===== src/hw/rtl/gg2rc_pkg.sv =====
// Shared types, constants and fit tables for the gripper goal to register counts block.
`default_nettype none

package gg2rc_pkg;

  // Field widths.
  localparam int GapW    = 18;
  localparam int OffW    = 19;
  localparam int SpeedW  = 20;
  localparam int EffortW = 17;
  localparam int CountW  = 8;
  localparam int StatusW = 3;
  localparam int CfgIdxW = 2;
  localparam int CfgW    = 20;

  // Effort of 1.0 in Q16.
  localparam logic [EffortW-1:0] EffortOne = 17'd65536;

  // Segment boundaries of the gap fit, in micrometres.
  localparam logic [GapW-1:0] SegLowUm  = 18'd100000;
  localparam logic [GapW-1:0] SegHighUm = 18'd134000;

  // Widths inside the gap mapping pipeline.
  localparam int SlopeW = 27;  // Q16 slope in counts per metre
  localparam int IcptW  = 45;  // Q16 intercept times one million
  localparam int ProdW  = SlopeW + GapW;
  localparam int NumW   = ProdW + 2;
  localparam int XW     = 28;  // numerator after dropping the Q16 fraction
  localparam int RecipW = 19;
  localparam int QW     = 10;

  // Division by one million as a multiply by floor(2^38 / 1e6), then one correction.
  localparam logic [RecipW-1:0] RecipM     = 19'd274877;
  localparam int                RecipShift = 38;
  localparam logic [19:0]       UmPerM     = 20'd1000000;

  // Result status codes.
  typedef enum logic [StatusW-1:0] {
    ST_OK     = 3'd0,
    ST_GAP    = 3'd1,
    ST_SPEED  = 3'd2,
    ST_EFFORT = 3'd3,
    ST_DIR    = 3'd4
  } status_e;

  // Configuration register indexes.
  typedef enum logic [CfgIdxW-1:0] {
    CFG_MIN_GAP   = 2'd0,
    CFG_MAX_GAP   = 2'd1,
    CFG_MIN_SPEED = 2'd2,
    CFG_MAX_SPEED = 2'd3
  } cfg_idx_e;

  // Fit segments.
  typedef enum logic [1:0] {
    SEG_NARROW = 2'd0,
    SEG_MID    = 2'd1,
    SEG_WIDE   = 2'd2
  } seg_e;

  // Slope magnitude of each segment.
  function automatic logic [SlopeW-1:0] fit_slope(seg_e seg);
    logic [SlopeW-1:0] r;
    unique case (seg)
      SEG_NARROW: r = 27'd96948060;
      SEG_MID:    r = 27'd108909762;
      SEG_WIDE:   r = 27'd118678521;
      default:    r = 27'd118678521;
    endcase
    return r;
  endfunction

  // Intercept of each segment, scaled by one million.
  function automatic logic [IcptW-1:0] fit_icpt(seg_e seg);
    logic [IcptW-1:0] r;
    unique case (seg)
      SEG_NARROW: r = 45'd14866552000000;
      SEG_MID:    r = 45'd16099842000000;
      SEG_WIDE:   r = 45'd16868966000000;
      default:    r = 45'd16868966000000;
    endcase
    return r;
  endfunction

endpackage

`default_nettype wire


===== src/hw/rtl/gg2rc_gap_map.sv =====
// Four-stage pipeline that maps a gap in micrometres to a saturated position count.
`default_nettype none

module gg2rc_gap_map (
  input  wire logic                          clk_i,
  input  wire logic [gg2rc_pkg::GapW-1:0]    gap_i,
  output logic      [gg2rc_pkg::CountW-1:0]  count_o
);

  gg2rc_pkg::seg_e                    seg_d;
  gg2rc_pkg::seg_e                    seg_q;
  logic [gg2rc_pkg::ProdW-1:0]        prod_q;
  logic signed [gg2rc_pkg::NumW-1:0]  num_d;
  logic                               neg_q, neg2_q;
  logic [gg2rc_pkg::XW-1:0]           x_q, x2_q;
  logic [gg2rc_pkg::XW+gg2rc_pkg::RecipW-1:0] recip_prod;
  logic [gg2rc_pkg::QW-2:0]           q0_q;
  logic [gg2rc_pkg::QW-1:0]           q_inc;
  logic [29:0]                        next_bound;
  logic [gg2rc_pkg::QW-1:0]           q_d;
  logic [gg2rc_pkg::CountW-1:0]       count_d;

  // Pick the fit segment from the gap.
  always_comb begin
    if (gap_i <= gg2rc_pkg::SegLowUm) begin
      seg_d = gg2rc_pkg::SEG_NARROW;
    end else if (gap_i >= gg2rc_pkg::SegHighUm) begin
      seg_d = gg2rc_pkg::SEG_WIDE;
    end else begin
      seg_d = gg2rc_pkg::SEG_MID;
    end
  end

  // Stage 1: slope times gap.
  always_ff @(posedge clk_i) begin
    seg_q  <= seg_d;
    prod_q <= gg2rc_pkg::fit_slope(seg_d) * gap_i;
  end

  // Stage 2: intercept minus product, then drop the Q16 fraction.
  assign num_d = $signed({2'b00, gg2rc_pkg::fit_icpt(seg_q)}) - $signed({2'b00, prod_q});

  always_ff @(posedge clk_i) begin
    neg_q <= num_d[gg2rc_pkg::NumW-1];
    x_q   <= num_d[gg2rc_pkg::XW+15:16];
  end

  // Stage 3: quotient estimate by one million, low by at most one.
  assign recip_prod = x_q * gg2rc_pkg::RecipM;

  always_ff @(posedge clk_i) begin
    q0_q   <= recip_prod[gg2rc_pkg::RecipShift +: (gg2rc_pkg::QW-1)];
    x2_q   <= x_q;
    neg2_q <= neg_q;
  end

  // Stage 4: correct the estimate and saturate to the count range.
  always_comb begin
    q_inc      = {1'b0, q0_q} + 10'd1;
    next_bound = q_inc * gg2rc_pkg::UmPerM;
    q_d        = ({2'b00, x2_q} >= next_bound) ? q_inc : {1'b0, q0_q};
    if (neg2_q) begin
      count_d = '0;
    end else if (q_d > 10'd255) begin
      count_d = '1;
    end else begin
      count_d = q_d[gg2rc_pkg::CountW-1:0];
    end
  end

  always_ff @(posedge clk_i) begin
    count_o <= count_d;
  end

endmodule

`default_nettype wire


===== src/hw/rtl/gripper_goal_to_register_counts.sv =====
// Top level: gripper command to position, speed and force register counts.
//
// A command is taken at each rising edge with start_i high and busy_o low;
// busy_o stays low, so a new command may follow in every cycle. After a
// command is taken, done_o is high for one cycle with the position,
// speed and force counts and the status of that command. Results leave in
// the order the commands came in and cannot be held off by the receiver.
// The latency is set by the position path: the gap is mapped once, the
// offset gap is built from that count, and the result is mapped again,
// each mapping being a four-stage multiply, subtract, reciprocal and
// correct pipeline. The speed count comes from an eight-stage restoring
// divider beside it. The user must write the gap and speed limits through
// the cfg_we_i port only while no command is in flight; the block does not
// enforce it. Reset clears the in-flight valid bits, loads default limits.
`default_nettype none

module gripper_goal_to_register_counts (
  input  wire logic                             clk_i,
  input  wire logic                             rst_ni,
  // Configuration writes.
  input  wire logic                             cfg_we_i,
  input  wire logic [gg2rc_pkg::CfgIdxW-1:0]    cfg_idx_i,
  input  wire logic [gg2rc_pkg::CfgW-1:0]       cfg_wdata_i,
  // Commands.
  input  wire logic                             start_i,
  output logic                                  busy_o,
  input  wire logic [gg2rc_pkg::GapW-1:0]       target_gap_um_i,
  input  wire logic signed [gg2rc_pkg::OffW-1:0] gap_offset_um_i,
  input  wire logic [gg2rc_pkg::SpeedW-1:0]     speed_umps_i,
  input  wire logic [gg2rc_pkg::EffortW-1:0]    effort_q16_i,
  input  wire logic [gg2rc_pkg::CountW-1:0]     current_position_count_i,
  // Results.
  output logic                                  done_o,
  output logic [gg2rc_pkg::CountW-1:0]          position_count_o,
  output logic [gg2rc_pkg::CountW-1:0]          speed_count_o,
  output logic [gg2rc_pkg::CountW-1:0]          force_count_o,
  output logic [gg2rc_pkg::StatusW-1:0]         status_o
);

  localparam int NS         = 10;  // pipeline stages
  localparam int DivFirst   = 2;   // first divider stage
  localparam int ShiftStage = 5;   // stage that builds the offset gap
  localparam int RemW       = 28;

  typedef struct packed {
    gg2rc_pkg::status_e                  status;
    logic [gg2rc_pkg::GapW-1:0]          gap;
    logic signed [gg2rc_pkg::OffW-1:0]   off;
    logic [gg2rc_pkg::CountW-1:0]        cur;
    logic [gg2rc_pkg::CountW-1:0]        frc;
    logic [RemW-1:0]                     rem;
    logic [gg2rc_pkg::CountW-1:0]        quo;
    logic [gg2rc_pkg::CountW-1:0]        pos1;
    logic                                use_shift;
    logic [gg2rc_pkg::GapW-1:0]          shg;
  } carry_t;

  logic [gg2rc_pkg::GapW-1:0]   min_gap_q, max_gap_q;
  logic [gg2rc_pkg::SpeedW-1:0] min_speed_q, max_speed_q;
  logic [gg2rc_pkg::SpeedW-1:0] span;
  logic                         accept;
  logic [NS:1]                  valid_q;
  carry_t                       car_q [1:NS-1];
  carry_t                       car_d [2:NS-1];
  carry_t                       car1_d;
  logic [gg2rc_pkg::SpeedW-1:0] spd_diff;
  logic [24:0]                  frc_prod;
  logic [gg2rc_pkg::CountW-1:0] m1_cnt, m2_cnt;
  logic signed [19:0]           sh_raw, sh_hi;
  logic [gg2rc_pkg::GapW-1:0]   sh_gap;
  logic                         dir_err;
  logic [gg2rc_pkg::CountW-1:0] pos_d, spd_d, frc_d;

  // Configuration registers.
  always_ff @(posedge clk_i or negedge rst_ni) begin
    if (!rst_ni) begin
      min_gap_q   <= 18'd0;
      max_gap_q   <= 18'd85000;
      min_speed_q <= 20'd20000;
      max_speed_q <= 20'd150000;
    end else if (cfg_we_i) begin
      unique case (gg2rc_pkg::cfg_idx_e'(cfg_idx_i))
        gg2rc_pkg::CFG_MIN_GAP:   min_gap_q   <= cfg_wdata_i[gg2rc_pkg::GapW-1:0];
        gg2rc_pkg::CFG_MAX_GAP:   max_gap_q   <= cfg_wdata_i[gg2rc_pkg::GapW-1:0];
        gg2rc_pkg::CFG_MIN_SPEED: min_speed_q <= cfg_wdata_i;
        gg2rc_pkg::CFG_MAX_SPEED: max_speed_q <= cfg_wdata_i;
      endcase
    end
  end

  assign span   = max_speed_q - min_speed_q;
  assign busy_o = 1'b0;
  assign accept = start_i & ~busy_o;

  // Stage 1: range checks, speed numerator and force count.
  always_comb begin
    car1_d = '0;
    if (target_gap_um_i > max_gap_q || target_gap_um_i < min_gap_q) begin
      car1_d.status = gg2rc_pkg::ST_GAP;
    end else if (speed_umps_i > max_speed_q || speed_umps_i < min_speed_q) begin
      car1_d.status = gg2rc_pkg::ST_SPEED;
    end else if (effort_q16_i > gg2rc_pkg::EffortOne) begin
      car1_d.status = gg2rc_pkg::ST_EFFORT;
    end else begin
      car1_d.status = gg2rc_pkg::ST_OK;
    end
    spd_diff     = speed_umps_i - min_speed_q;
    car1_d.rem   = ({8'd0, spd_diff} << 8) - {8'd0, spd_diff};
    frc_prod     = {8'd0, effort_q16_i} * 25'd255;
    car1_d.frc   = frc_prod[23:16];
    car1_d.gap   = target_gap_um_i;
    car1_d.off   = gap_offset_um_i;
    car1_d.cur   = current_position_count_i;
  end

  // First gap mapping, its count lines up with stage four.
  gg2rc_gap_map u_map_target (
    .clk_i   (clk_i),
    .gap_i   (target_gap_um_i),
    .count_o (m1_cnt)
  );

  // Offset gap: direction from the current count, then clamp to the limits.
  always_comb begin
    dir_err = (car_q[ShiftStage-1].cur == m1_cnt);
    if (car_q[ShiftStage-1].cur < m1_cnt) begin
      sh_raw = $signed({2'b00, car_q[ShiftStage-1].gap})
             - 20'(car_q[ShiftStage-1].off);
    end else begin
      sh_raw = $signed({2'b00, car_q[ShiftStage-1].gap})
             + 20'(car_q[ShiftStage-1].off);
    end
    sh_hi  = (sh_raw > $signed({2'b00, max_gap_q})) ? $signed({2'b00, max_gap_q}) : sh_raw;
    if (sh_hi < $signed({2'b00, min_gap_q})) begin
      sh_gap = min_gap_q;
    end else begin
      sh_gap = sh_hi[gg2rc_pkg::GapW-1:0];
    end
  end

  // Stages 2 to 9: one quotient bit per stage, offset gap at its stage.
  always_comb begin
    logic [RemW-1:0] den;
    for (int s = 2; s < NS; s++) begin
      car_d[s] = car_q[s-1];
      if (s >= DivFirst && s < DivFirst + gg2rc_pkg::CountW) begin
        den = {8'd0, span} << (DivFirst + gg2rc_pkg::CountW - 1 - s);
        if (car_q[s-1].rem >= den) begin
          car_d[s].rem = car_q[s-1].rem - den;
          car_d[s].quo = {car_q[s-1].quo[gg2rc_pkg::CountW-2:0], 1'b1};
        end else begin
          car_d[s].quo = {car_q[s-1].quo[gg2rc_pkg::CountW-2:0], 1'b0};
        end
      end
      if (s == ShiftStage) begin
        car_d[s].pos1      = m1_cnt;
        car_d[s].use_shift = (car_q[s-1].off != '0);
        car_d[s].shg       = sh_gap;
        if (car_q[s-1].status == gg2rc_pkg::ST_OK && car_q[s-1].off != '0 && dir_err) begin
          car_d[s].status = gg2rc_pkg::ST_DIR;
        end
      end
    end
  end

  // Valid bits travel beside the data.
  always_ff @(posedge clk_i or negedge rst_ni) begin
    if (!rst_ni) begin
      valid_q <= '0;
    end else begin
      valid_q <= {valid_q[NS-1:1], accept};
    end
  end

  // Payload stages.
  always_ff @(posedge clk_i) begin
    car_q[1] <= car1_d;
    for (int s = 2; s < NS; s++) begin
      car_q[s] <= car_d[s];
    end
  end

  // Second gap mapping on the offset gap, count lines up with the last carry stage.
  gg2rc_gap_map u_map_shift (
    .clk_i   (clk_i),
    .gap_i   (car_q[ShiftStage].shg),
    .count_o (m2_cnt)
  );

  // Final selection; every count is zero on an error.
  always_comb begin
    if (car_q[NS-1].status != gg2rc_pkg::ST_OK) begin
      pos_d = '0;
      spd_d = '0;
      frc_d = '0;
    end else begin
      pos_d = car_q[NS-1].use_shift ? m2_cnt : car_q[NS-1].pos1;
      spd_d = (span == '0) ? '0 : car_q[NS-1].quo;
      frc_d = car_q[NS-1].frc;
    end
  end

  always_ff @(posedge clk_i) begin
    position_count_o <= pos_d;
    speed_count_o    <= spd_d;
    force_count_o    <= frc_d;
    status_o         <= car_q[NS-1].status;
  end

  assign done_o = valid_q[NS];

  // A result appears exactly one latency after its command transfer.
  a_latency: assert property (@(posedge clk_i) disable iff (!rst_ni)
    done_o |-> $past(start_i, NS))
    else $error("result without a command transfer one latency earlier");

  // Error results carry no counts.
  a_err_zero: assert property (@(posedge clk_i) disable iff (!rst_ni)
    (done_o && status_o != gg2rc_pkg::ST_OK) |->
      (position_count_o == '0 && speed_count_o == '0 && force_count_o == '0))
    else $error("nonzero count on an error result");

  // An undetermined direction only arises with a nonzero offset.
  a_dir_needs_off: assert property (@(posedge clk_i) disable iff (!rst_ni)
    (done_o && status_o == gg2rc_pkg::ST_DIR) |-> ($past(gap_offset_um_i, NS) != '0))
    else $error("direction error reported for a zero offset");

  // An accepted result had its speed inside the configured span.
  a_speed_range: assert property (@(posedge clk_i) disable iff (!rst_ni)
    (done_o && status_o == gg2rc_pkg::ST_OK) |->
      ($past(speed_umps_i, NS) >= min_speed_q && $past(speed_umps_i, NS) <= max_speed_q))
    else $error("ok status for a speed outside the limits");

endmodule

`default_nettype wire


===== config.mk =====
export PLATFORM = sky130hd
export DESIGN_NAME = gripper_goal_to_register_counts
export DESIGN_NICKNAME = d
export VERILOG_FILES = /design/src/hw/rtl/gg2rc_pkg.sv /design/src/hw/rtl/gg2rc_gap_map.sv /design/src/hw/rtl/gripper_goal_to_register_counts.sv
export SDC_FILE = /design/constraint.sdc
export NUM_CORES = 2
export LEC_CHECK = 0
export BUFFER_PORTS_ARGS = -buffer_cell sky130_fd_sc_hd__buf_2
export CORE_MARGIN = 4
export CORE_UTILIZATION = 40
export DETAILED_ROUTE_END_ITERATION = 7
export PLACE_DENSITY = 0.63
export SLEW_MARGIN = 20
export SYNTH_ARGS = -nofsm -noshare
export SYNTH_HDL_FRONTEND = slang
export SYNTH_SLANG_ARGS = --single-unit
export TNS_END_PERCENT = 5

===== constraint.sdc =====
create_clock -name clk_i -period 10.05 [get_ports clk_i]
set_input_delay 2.01 -clock clk_i [delete_from_list [all_inputs] [get_ports clk_i]]
set_output_delay 2.01 -clock clk_i [all_outputs]
set_load 0.005 [all_outputs]

==> results.md <==
* Run status: finished clean
* Asr flop ratio synth at 9.01%
* Post-DP HPWL at 207000 um
* Ys Warns at 0
* Most frequent cells in the layout: inv_1, fa_1, ha_1, dfxtp_1, nand2_1
* Period utilization at 94.8%
* Crit path largest cell delay at 0.75 ns
* Average size of a mapped cell at 9.89 um^2
* Die height at 484 um
* WL/cell at 18.7 um
* Worst-margin pin slew at 1.21 ns
* Cell Rows at 174
* Total gr overflow at 0
* Max frequency at 0.105 GHz
* Die area at 234000 um^2
* Pins Over Slew Limit at 0
* Worst-Skew Late Latency at 0.81 ns
* Chip width at 484 um
* EDFF count, synth at 0
* CP max stage cell: dfxtp_1
* Final wirelength at 238000 um
* DR pass1 iterations at 6
* Dpl cells at 12475
* Top Ports at 137
* Placed Area at 96800 um^2
* Worst Hold Class: flip-flop to flip-flop
* Antenna violation net count after detailed routing at 0
* Post-synthesis sequential area ratio at 21.6%
* Number of global-route vias before repair at 67502
* Starting density of the core at 40.2%
* Final net count at 12222
* TritonCTS clock tree: yes
* # H-tree levels at 3
* Area Overhead vs Synth at 11.5%
* Vias per inst at 4.90
* Top FF cell, synth: dfxtp_1
* Vias at 62238
* Clock root buffer: clkbuf_16
* Layout cells sized above 1 at 8.50%
* Total CTS buffers at 112
* Largest net degree at the start of global routing at 59
* Critical Path Start Type: flip-flop
* CTS Sinks at 955
* IO Port Bufs at 135
* Initial antenna violation count at 15
* Max Fanout on Critical Path at 17
* Total track usage at 20.4%
* # setup viols final at 0
* Synth Register Bits at 955
* Final non-filler cell total at 12696
* Routability congestion estimate at 0.963
* Leading cell type in the layout, fill and taps excluded: inv_1
* Mapped cell area at 90500 um^2
* Slew margin rel. at 17.2%
* Clock Tree Buf Depth at 3
* Global-route wire length before repair at 373000 um
* Count of max-cap constraint violations at 0
* Initial DRC Count at 2909
* RSZ-0062 raised after global routing: false
* Worst setup EP type: flip-flop
* Syn Inst Count at 9151
* # DRC at 0
* CP arrival at 10.17 ns
* Final Hold Viols at 0
* Crit Path Category: flip-flop to flip-flop
* Worst-path clk slew at 0.06 ns
* Setup bufs post-CTS at 0
* Setup clock skew after layout at 0.119 ns
* Netlist cell types at 91
* Post-route cell area at 101000 um^2
* WP data required at 10.70 ns
* Final min period at 9.52 ns
* Core area at 225000 um^2
-- cells in the mapped netlist (85+ instances only) --
master / count / area (um^2)
inv_1: 2365 / 8880
xnor2_1: 274 / 2400
mux2_2: 126 / 1420
nand2_1: 356 / 1340
o21ai_0: 288 / 1440
a21o_1: 208 / 1560
fa_1: 1308 / 26200
a21oi_1: 343 / 1720
dfxtp_1: 869 / 17400
nor2b_1: 85 / 532
nor2_1: 354 / 1330
ha_1: 1208 / 15100
xor2_1: 142 / 1240
nor3_1: 95 / 475
nand3_1: 94 / 470
-- metal layers --
layer	vias to the layer above	routed length, um	GRT usage, %
li1	29887	-	-
met1	30760	98700	24.7
met2	1205	118000	36.3
met3	382	9660	2.79
met4	4	11500	8.74
met5	-	37	0
-- final timing paths --
| path | from | to | slack [ns] | depth (start not counted) |
|---|---|---|---|---|
| max reg2reg | car_q[0][610]$_DFF_P_ | u_map_shift.prod_q[44]$_DFF_P_ | 0.53 | 33 |
| max | car_q[0][610]$_DFF_P_ | u_map_shift.prod_q[44]$_DFF_P_ | 0.53 | 33 |
| min in group asynchronous | rst_ni | min_speed_q[1]$_DFFE_PN0P_ | 1.12 | 1 |
| max in group asynchronous | rst_ni | valid_q[10]$_DFF_PN0_ | 7.65 | 2 |
| min | car_q[0][474]$_DFF_P_ | car_q[0][593]$_DFF_P_ | 0.24 | 0 |
| min reg2reg | car_q[0][474]$_DFF_P_ | car_q[0][593]$_DFF_P_ | 0.24 | 0 |
-- metrics by stage --
step	utilization (%)	hold WS (ns)	setup slack, ns	setup TNS (ns)
after CTS	44.9	0.225	0.502	0
after floorplan	-	0.310	0.0199	0
after global routing	44.9	0.235	0.0945	0
after global placement	43.0	0.310	-0.283	-0.529
after detailed placement	43.0	0.312	-0.273	-0.753
final	44.9	0.240	0.527	0
-- sequential cells by signal (all words and copies together) (netlist names), 8 cells and up --
name and cells:
u_map_shift.x2_q 28, u_map_shift.q0_q 9, speed_count_o 8, u_map_target.count_o 8, u_map_target.prod_q 45, u_map_target.x2_q 28, force_count_o 8, u_map_target.x_q 28
u_map_shift.prod_q 45, min_speed_q 20, position_count_o 8, min_gap_q 18, u_map_shift.x_q 28, u_map_target.q0_q 9, u_map_shift.count_o 8, max_speed_q 20
valid_q 10, car_q 598, max_gap_q 18
-- cells by family after synthesis --
group | count (synthesis) | synth area share [%]
flip-flops | 955 | 21.6
XOR/XNOR | 416 | 4.03
AO/OA/AOI/OAI | 1283 | 9.19
other | 2 | 0.00830
buffers and inverters | 2454 | 10.2
AND/OR/NAND/NOR | 1380 | 7.53
multiplexers | 145 | 1.78
adder cells (fa/ha/maj) | 2516 | 45.6
-- critical path, delay by kind of cell (launching register included) --
kind                       cells  cell delay [ns]
AOI/OAI and AO/OA             12             2.83
xor gates and xnor gates       1             0.15
adders and majority gates      7             3.28
buffers and inverters          7             0.94
DFF                            1             0.75
and+or+nand+nor                6             1.45
-- what timing repair did --
action / 4_1_cts / 5_1_grt
hold endpoints to repair: 0 / 0
hold buffers: 0 / 0
endpoints found under the setup margin: 0 / 2
gates resized for setup: 0 / 2
-- cell type report --
cell class | count | area, um^2
fillers | 21257 | 124000
clock buffers | 148 | 3180
repair buffers | 416 | 2850
well taps | 2992 | 3740
diodes | 8 | 20.0
inverters | 2366 | 8880
flip-flops and latches | 955 | 19600
clock inverters | 64 | 931
multi-input cells | 5747 | 61800
Power is left out: the tool's default activity adds up to more than one toggle a clock period on the data nets, which glitch-free logic cannot reach.
